==> config.mk <==
export PLATFORM = sky130hd
export DESIGN_NAME = id_key_multiplicative_hash
export DESIGN_NICKNAME = d
export VERILOG_FILES = /design/src/rtl/idkh_pkg.sv /design/src/rtl/idkh_ctrl.sv /design/src/rtl/idkh_dp.sv /design/src/rtl/id_key_multiplicative_hash.sv
export SDC_FILE = /design/constraint.sdc
export NUM_CORES = 1
export LEC_CHECK = 0
export ABC_AREA = 1
export BUFFER_PORTS_ARGS = -buffer_cell sky130_fd_sc_hd__buf_4
export CAP_MARGIN = 30
export CELL_PAD_IN_SITES_DETAIL_PLACEMENT = 1
export CELL_PAD_IN_SITES_GLOBAL_PLACEMENT = 2
export CORE_ASPECT_RATIO = 1.4
export CORE_MARGIN = 2
export CORE_UTILIZATION = 30
export DETAILED_ROUTE_END_ITERATION = 16
export GPL_TIMING_DRIVEN = 1
export PLACE_DENSITY = 0.75
export SYNTH_ARGS = -nofsm -noshare
export SYNTH_HDL_FRONTEND = slang
export SYNTH_SLANG_ARGS = --single-unit
==> constraint.sdc <==
create_clock -name aclk -period 7 [get_ports aclk]
set_input_delay 0 -clock aclk [delete_from_list [all_inputs] [get_ports aclk]]
set_output_delay 0 -clock aclk [all_outputs]
set_load 0.005 [all_outputs]
==> src/rtl/idkh_pkg.sv <==
`timescale 1ns / 1ps

package idkh_pkg;

    localparam int HASH_W     = 32;
    localparam int KEY_W      = 32;
    localparam int KEY_BITS   = 16;
    localparam int CFG_IDX_W  = 2;
    localparam int DIV_STEPS  = HASH_W;
    localparam int CNT_W      = $clog2(DIV_STEPS);
    localparam int MIX_LEFT   = 15;
    localparam int MIX_RIGHT  = 17;

    localparam logic [HASH_W-1:0] GOLDEN_MULT = 32'd2654435761;

    localparam logic [CFG_IDX_W-1:0] REG_TABLE_SIZE   = 2'd0;
    localparam logic [CFG_IDX_W-1:0] REG_HASH_VARIANT = 2'd1;

    localparam logic VARIANT_OLD      = 1'b0;
    localparam logic VARIANT_IMPROVED = 1'b1;

    typedef struct packed {
        logic load_word;
        logic mul_step;
        logic prep;
        logic div_step;
        logic out_load;
    } idkh_cmd_t;

    typedef struct packed {
        logic last_word;
        logic size_zero;
        logic out_busy;
    } idkh_sts_t;

endpackage

==> src/rtl/idkh_ctrl.sv <==
`timescale 1ns / 1ps

module idkh_ctrl
    import idkh_pkg::*;
(
    input  logic      aclk,
    input  logic      aresetn,
    input  logic      s_tvalid,
    output logic      s_tready,
    input  logic      m_tready,
    input  idkh_sts_t sts,
    output idkh_cmd_t cmd
);

    typedef enum logic [4:0] {
        ST_IDLE = 5'b00001,
        ST_MUL  = 5'b00010,
        ST_PREP = 5'b00100,
        ST_DIV  = 5'b01000,
        ST_DONE = 5'b10000
    } state_t;

    state_t             state_reg, state_next;
    logic [CNT_W-1:0]   cnt_reg, cnt_next;

    always_ff @(posedge aclk) begin
        if (!aresetn) begin
            state_reg <= ST_IDLE;
            cnt_reg   <= '0;
        end else begin
            state_reg <= state_next;
            cnt_reg   <= cnt_next;
        end
    end

    always_comb begin
        state_next = state_reg;
        cnt_next   = cnt_reg;
        cmd        = '0;
        s_tready   = 1'b0;
        case (state_reg)
            ST_IDLE: begin
                s_tready      = 1'b1;
                cmd.load_word = s_tvalid;
                if (s_tvalid) begin
                    state_next = ST_MUL;
                end
            end
            ST_MUL: begin
                cmd.mul_step = 1'b1;
                state_next   = sts.last_word ? ST_PREP : ST_IDLE;
            end
            ST_PREP: begin
                cmd.prep = 1'b1;
                cnt_next = '0;
                state_next = sts.size_zero ? ST_DONE : ST_DIV;
            end
            ST_DIV: begin
                cmd.div_step = 1'b1;
                cnt_next     = cnt_reg + 1'b1;
                if (cnt_reg == CNT_W'(DIV_STEPS - 1)) begin
                    state_next = ST_DONE;
                end
            end
            ST_DONE: begin
                if (!sts.out_busy || m_tready) begin
                    cmd.out_load = 1'b1;
                    state_next   = ST_IDLE;
                end
            end
            default: begin
                state_next = ST_IDLE;
            end
        endcase
    end

endmodule

==> src/rtl/idkh_dp.sv <==
`timescale 1ns / 1ps

module idkh_dp
    import idkh_pkg::*;
(
    input  logic                 aclk,
    input  logic                 aresetn,
    input  logic [KEY_W-1:0]     s_tdata,
    input  logic                 s_tlast,
    output logic                 m_tvalid,
    input  logic                 m_tready,
    output logic [HASH_W-1:0]    m_tdata,
    input  logic                 cfg_we,
    input  logic [CFG_IDX_W-1:0] cfg_index,
    input  logic [HASH_W-1:0]    cfg_data,
    input  idkh_cmd_t            cmd,
    output idkh_sts_t            sts
);

    logic [HASH_W-1:0]   size_reg;
    logic                variant_reg;
    logic [HASH_W-1:0]   hash_reg;
    logic [KEY_BITS-1:0] word_reg;
    logic                last_reg;
    logic [HASH_W-1:0]   rem_reg;
    logic [HASH_W-1:0]   dvd_reg;
    logic [HASH_W-1:0]   out_reg;
    logic                out_valid_reg;

    logic [HASH_W-1:0]   word_ext;
    logic [HASH_W-1:0]   mul_a;
    logic [HASH_W-1:0]   prod;
    logic [HASH_W-1:0]   hash_next;
    logic [HASH_W-1:0]   mixed;
    logic [HASH_W:0]     rem_sh;
    logic [HASH_W:0]     diff;
    logic [HASH_W-1:0]   rem_next;

    assign word_ext  = {{(HASH_W-KEY_BITS){1'b0}}, word_reg};
    assign mul_a     = (variant_reg == VARIANT_IMPROVED) ? (hash_reg ^ word_ext) : hash_reg;
    assign prod      = mul_a * GOLDEN_MULT;
    assign hash_next = (variant_reg == VARIANT_IMPROVED) ? prod : (prod ^ word_ext);
    assign mixed     = (hash_reg << MIX_LEFT) ^ (hash_reg >> MIX_RIGHT);

    // one restoring step per cycle
    assign rem_sh   = {rem_reg, dvd_reg[HASH_W-1]};
    assign diff     = rem_sh - {1'b0, size_reg};
    assign rem_next = diff[HASH_W] ? rem_sh[HASH_W-1:0] : diff[HASH_W-1:0];

    always_ff @(posedge aclk) begin
        if (!aresetn) begin
            size_reg      <= '0;
            variant_reg   <= VARIANT_OLD;
            hash_reg      <= '0;
            out_valid_reg <= 1'b0;
        end else begin
            if (cfg_we && cfg_index == REG_TABLE_SIZE) begin
                size_reg <= cfg_data;
            end
            if (cfg_we && cfg_index == REG_HASH_VARIANT) begin
                variant_reg <= cfg_data[0];
            end
            if (cmd.mul_step) begin
                hash_reg <= hash_next;
            end else if (cmd.prep) begin
                hash_reg <= '0;
            end
            if (cmd.out_load) begin
                out_valid_reg <= 1'b1;
            end else if (m_tready) begin
                out_valid_reg <= 1'b0;
            end
        end
    end

    always_ff @(posedge aclk) begin
        if (cmd.load_word) begin
            word_reg <= s_tdata[KEY_BITS-1:0];
            last_reg <= s_tlast;
        end
        if (cmd.prep) begin
            if (size_reg == '0) begin
                rem_reg <= hash_reg;
            end else begin
                rem_reg <= '0;
            end
            dvd_reg <= (variant_reg == VARIANT_IMPROVED) ? mixed : hash_reg;
        end else if (cmd.div_step) begin
            rem_reg <= rem_next;
            dvd_reg <= dvd_reg << 1;
        end
        if (cmd.out_load) begin
            out_reg <= rem_reg;
        end
    end

    assign sts.last_word = last_reg;
    assign sts.size_zero = (size_reg == '0);
    assign sts.out_busy  = out_valid_reg;

    assign m_tvalid = out_valid_reg;
    assign m_tdata  = out_reg;

endmodule

==> src/rtl/id_key_multiplicative_hash.sv <==
`timescale 1ns / 1ps
// channel   ports                              moves
// s_        s_tvalid s_tready s_tdata s_tlast  key word request, tlast marks last word
// m_        m_tvalid m_tready m_tdata          hash value of a complete key
// cfg_      cfg_valid cfg_ready cfg_index      register write (0 table size, 1 variant)
//           cfg_data
// a word that is not last is accepted, then multiplied into the running hash
// a last word passes through accept, multiply, reduce setup, 32 steps of the
// bit-serial restoring divider, output load; with table size zero the 32 steps drop out
// the output register lets the next key start while a result waits on m_tready
// the output load stalls while the previous hash still waits on m_tready
// reset is synchronous on aresetn low and clears the running hash and both registers

module id_key_multiplicative_hash
    import idkh_pkg::*;
(
    input  logic                 aclk,
    input  logic                 aresetn,
    input  logic                 s_tvalid,
    output logic                 s_tready,
    input  logic [KEY_W-1:0]     s_tdata,   // key_word
    input  logic                 s_tlast,
    output logic                 m_tvalid,
    input  logic                 m_tready,
    output logic [HASH_W-1:0]    m_tdata,   // hash_value
    input  logic                 cfg_valid,
    output logic                 cfg_ready,
    input  logic [CFG_IDX_W-1:0] cfg_index,
    input  logic [HASH_W-1:0]    cfg_data
);

    idkh_cmd_t cmd;
    idkh_sts_t sts;

    assign cfg_ready = 1'b1;

    idkh_ctrl u_ctrl (
        .aclk     (aclk),
        .aresetn  (aresetn),
        .s_tvalid (s_tvalid),
        .s_tready (s_tready),
        .m_tready (m_tready),
        .sts      (sts),
        .cmd      (cmd)
    );

    idkh_dp u_dp (
        .aclk      (aclk),
        .aresetn   (aresetn),
        .s_tdata   (s_tdata),
        .s_tlast   (s_tlast),
        .m_tvalid  (m_tvalid),
        .m_tready  (m_tready),
        .m_tdata   (m_tdata),
        .cfg_we    (cfg_valid & cfg_ready),
        .cfg_index (cfg_index),
        .cfg_data  (cfg_data),
        .cmd       (cmd),
        .sts       (sts)
    );

endmodule

==> out/metrics.csv <==
metric;value;unit
outcome;finished, violations left;
failed_checks;negative setup slack;
dpl.hpwl;61.4;mm
worst_pin_slew;0.969;ns
post-place-cells;3376;
yosysMostFrequentCell;inv_1;
period_needed;7.09;ns
final-setup-viol-count;2;
synth_top_area_cell;fa_1;
cts.clk_slew.worst_paths;0.08;ns
grt_util_all_layers;23.1;%
syn_area;0.0192;mm2
post_dp_cell_area;0.0224;mm2
io_pins;107;
worstSetupPathDepth;33;
cts_root_buf;clkbuf_16;
ff2ff_setup_slack;-0.09;ns
first_pass_iters;4;
fin_util;39.7;%
drive_above_1_share;22.2;%
hold_violations;0;
synth_ff_type;edfxtp_1;
worstPathRequired;7.38;ns
grt_pass1_vias;19400;
critical-path-top-delay-family;adder cells;
ys_async_sr_fraction;0;%
synth_edf_count;113;
io_buffers;89;
synth_seq_cells;189;
fp.dieH;303;um
cp_max_fo;5;
fp.dieArea;0.0659;mm2
avgViaCountPerCell;4.78;
grt_pass1_wl;113;mm
reg2reg_depth;33;
rr_endpoint;u_dp.hash_reg[28];
critical_path.max_stage_delay;0.55;ns
wl;75.2;mm
cellPowerDensity;348;mW/mm2
hold_end;u_dp.variant_reg;
hold_path_depth;3;
grt_antenna_before_repair;1;
hp-class;in2reg;
finalWorstSetupSlack;-0.0927;ns
worst_setup_path_end_kind;flop;
met3_length;1.52;mm
start_util;30.3;%
fin_nets;3186;
cts_buffers;17;
max_slew_margin;35.2;%
cts_max_level;4;
finalMaxSlewViolations;0;
wl_met2;41.2;mm
crit_slowest_cell;fa_1;
cpMostUsedCell;inv_2;
vdd.ir_drop.worst;0.000266;V
die_x;218;um
antenna_cells;0;
rsz0062_at_grt;yes;
syn2layout_area_growth;30.9;%
clk_path_buf_depth;2;
cp_num_buf_inv;11;
skew;0.0245;ns
gr-total-overflow;0;
insertion_delay;0.47;ns
synth_common_cells;inv_1 (518), nand2_1 (467), ha_1 (216);
routedWlPerCell;21.2;um
post-synth-top-area-fraction;20.6;%
coreArea;0.0631;mm2
met1_length;26.9;mm
std_cell_rows;109;
ant_nets;0;
syn_inst;2291;
drt_iter0_drc;719;
clock-sinks;189;
vias;16900;
grt_max_degree;66;
yosys_warnings;0;
gp_congestion;1.05;
top_layer_used;met4;
fmax;141;MHz
stdcell_area;0.0251;mm2
ys_seq_area_share;25.7;%
path_class;reg2reg;
final_cells;3546;
cts_tree;yes;
max-cap-violations;0;
avgSynthCellArea;8.36;um2
hp-start;cfg_index[1];
critPathLaunchType;flop;
arrival;7.47;ns
drc;0;
r2r_start;u_dp.variant_reg;
yosys-top-cells-area;fa_1 (21%), edfxtp_1 (18%), ha_1 (14%);
fin_total_pwr;8.71;mW
fill_cells;7462;
synth_cell_types;52;
syn-num-nets;2776;
power.leakage;12.3;nW
period_share;101;%
timing.hold.ws;0.0344;ns
[per-stage QoR]
step	worst slack, ns	TNS, ns
after floorplan	-0.0478	-0.0478
after global routing	-0.320	-1.71
after global placement	-0.603	-4.37
after CTS	-0.0222	-0.0284
after detailed placement	-0.644	-5.59
final	-0.0927	-0.139
[logic make-up after synthesis]
| group | share of synthesized area (%) |
|---|---|
| and+or+nand+nor | 15.9 |
| buffers and inverters | 11.5 |
| adders and majority gates | 34.7 |
| AOI/OAI and AO/OA | 9.45 |
| DFF | 25.7 |
| xor gates and xnor gates | 2.78 |
| other | 0.0196 |
[where the power goes]
part / leakage [nW] / switching (mW) / internal (mW) / total [mW]
clock: 0.291 / 0.475 / 0.526 / 1.00
combinational: 10.4 / 3.62 / 2.79 / 6.42
sequential: 1.64 / 0.0720 / 1.22 / 1.30
total: 12.3 / 4.17 / 4.54 / 8.71
[placed cells by master, fill, tap and decap left out, drive strengths merged, types with 13 or more instances in the layout]
cell type	count
ha	216
edfxtp	113
xnor2	28
a31oi	28
xor2	32
inv	527
dlygate4sd3	61
a21oi	153
nor3	13
dfxtp	76
fa	197
nand2	473
or2	17
o21ai	119
nand3	95
clkbuf	25
nor2	94
buf	378
[metal layers]
metal / global-route usage, % / up-vias
met4: 14.8 / 0
met5: 0 / -
met2: 45.9 / 313
met3: 1.94 / 187
li1: - / 8028
met1: 22.6 / 8414
[worst min-delay path: cells and delay by family]
kind                   cells  cell delay (ns)
buffers and inverters      1             0.09
AOI/OAI and AO/OA          2             0.30
[worst max-delay path by stage]
stage,start,slack (ns),end
2_1_floorplan,u_dp.variant_reg,-0.05,u_dp.hash_reg[31]
3_3_place_gp,u_dp.variant_reg,-0.60,u_dp.hash_reg[20]
5_1_grt,u_dp.variant_reg,-0.32,u_dp.hash_reg[28]
3_5_place_dp,u_dp.variant_reg,-0.64,u_dp.hash_reg[24]
4_1_cts,u_dp.word_reg[5],-0.02,u_dp.hash_reg[20]
6_report,u_dp.variant_reg,-0.09,u_dp.hash_reg[28]
[area by class of cell]
| type | count | area (um2) | share of cell area [%] |
|---|---|---|---|
| Clock inverter | 9 | 68.8 | 0.274 |
| Inverter | 524 | 1990 | 7.93 |
| Tap cell | 832 | 1040 | 4.15 |
| Clock buffer | 23 | 512 | 2.04 |
| Sequential cell | 189 | 4920 | 19.6 |
| Multi-Input combinational cell | 1528 | 12800 | 51.2 |
| Timing Repair Buffer | 441 | 3690 | 14.7 |
[repair_timing]
action / 4_1_cts / 5_1_grt
hold buffers: 61 / 0
endpoints found under the hold margin: 53 / 0
gates resized for setup: 77 / 156
pin swaps: 25 / 92
gates cloned: 0 / 2
endpoints found under the setup margin: 14 / 16
buffers inserted: 59 / 19
Power figures use the tool's default switching activity.
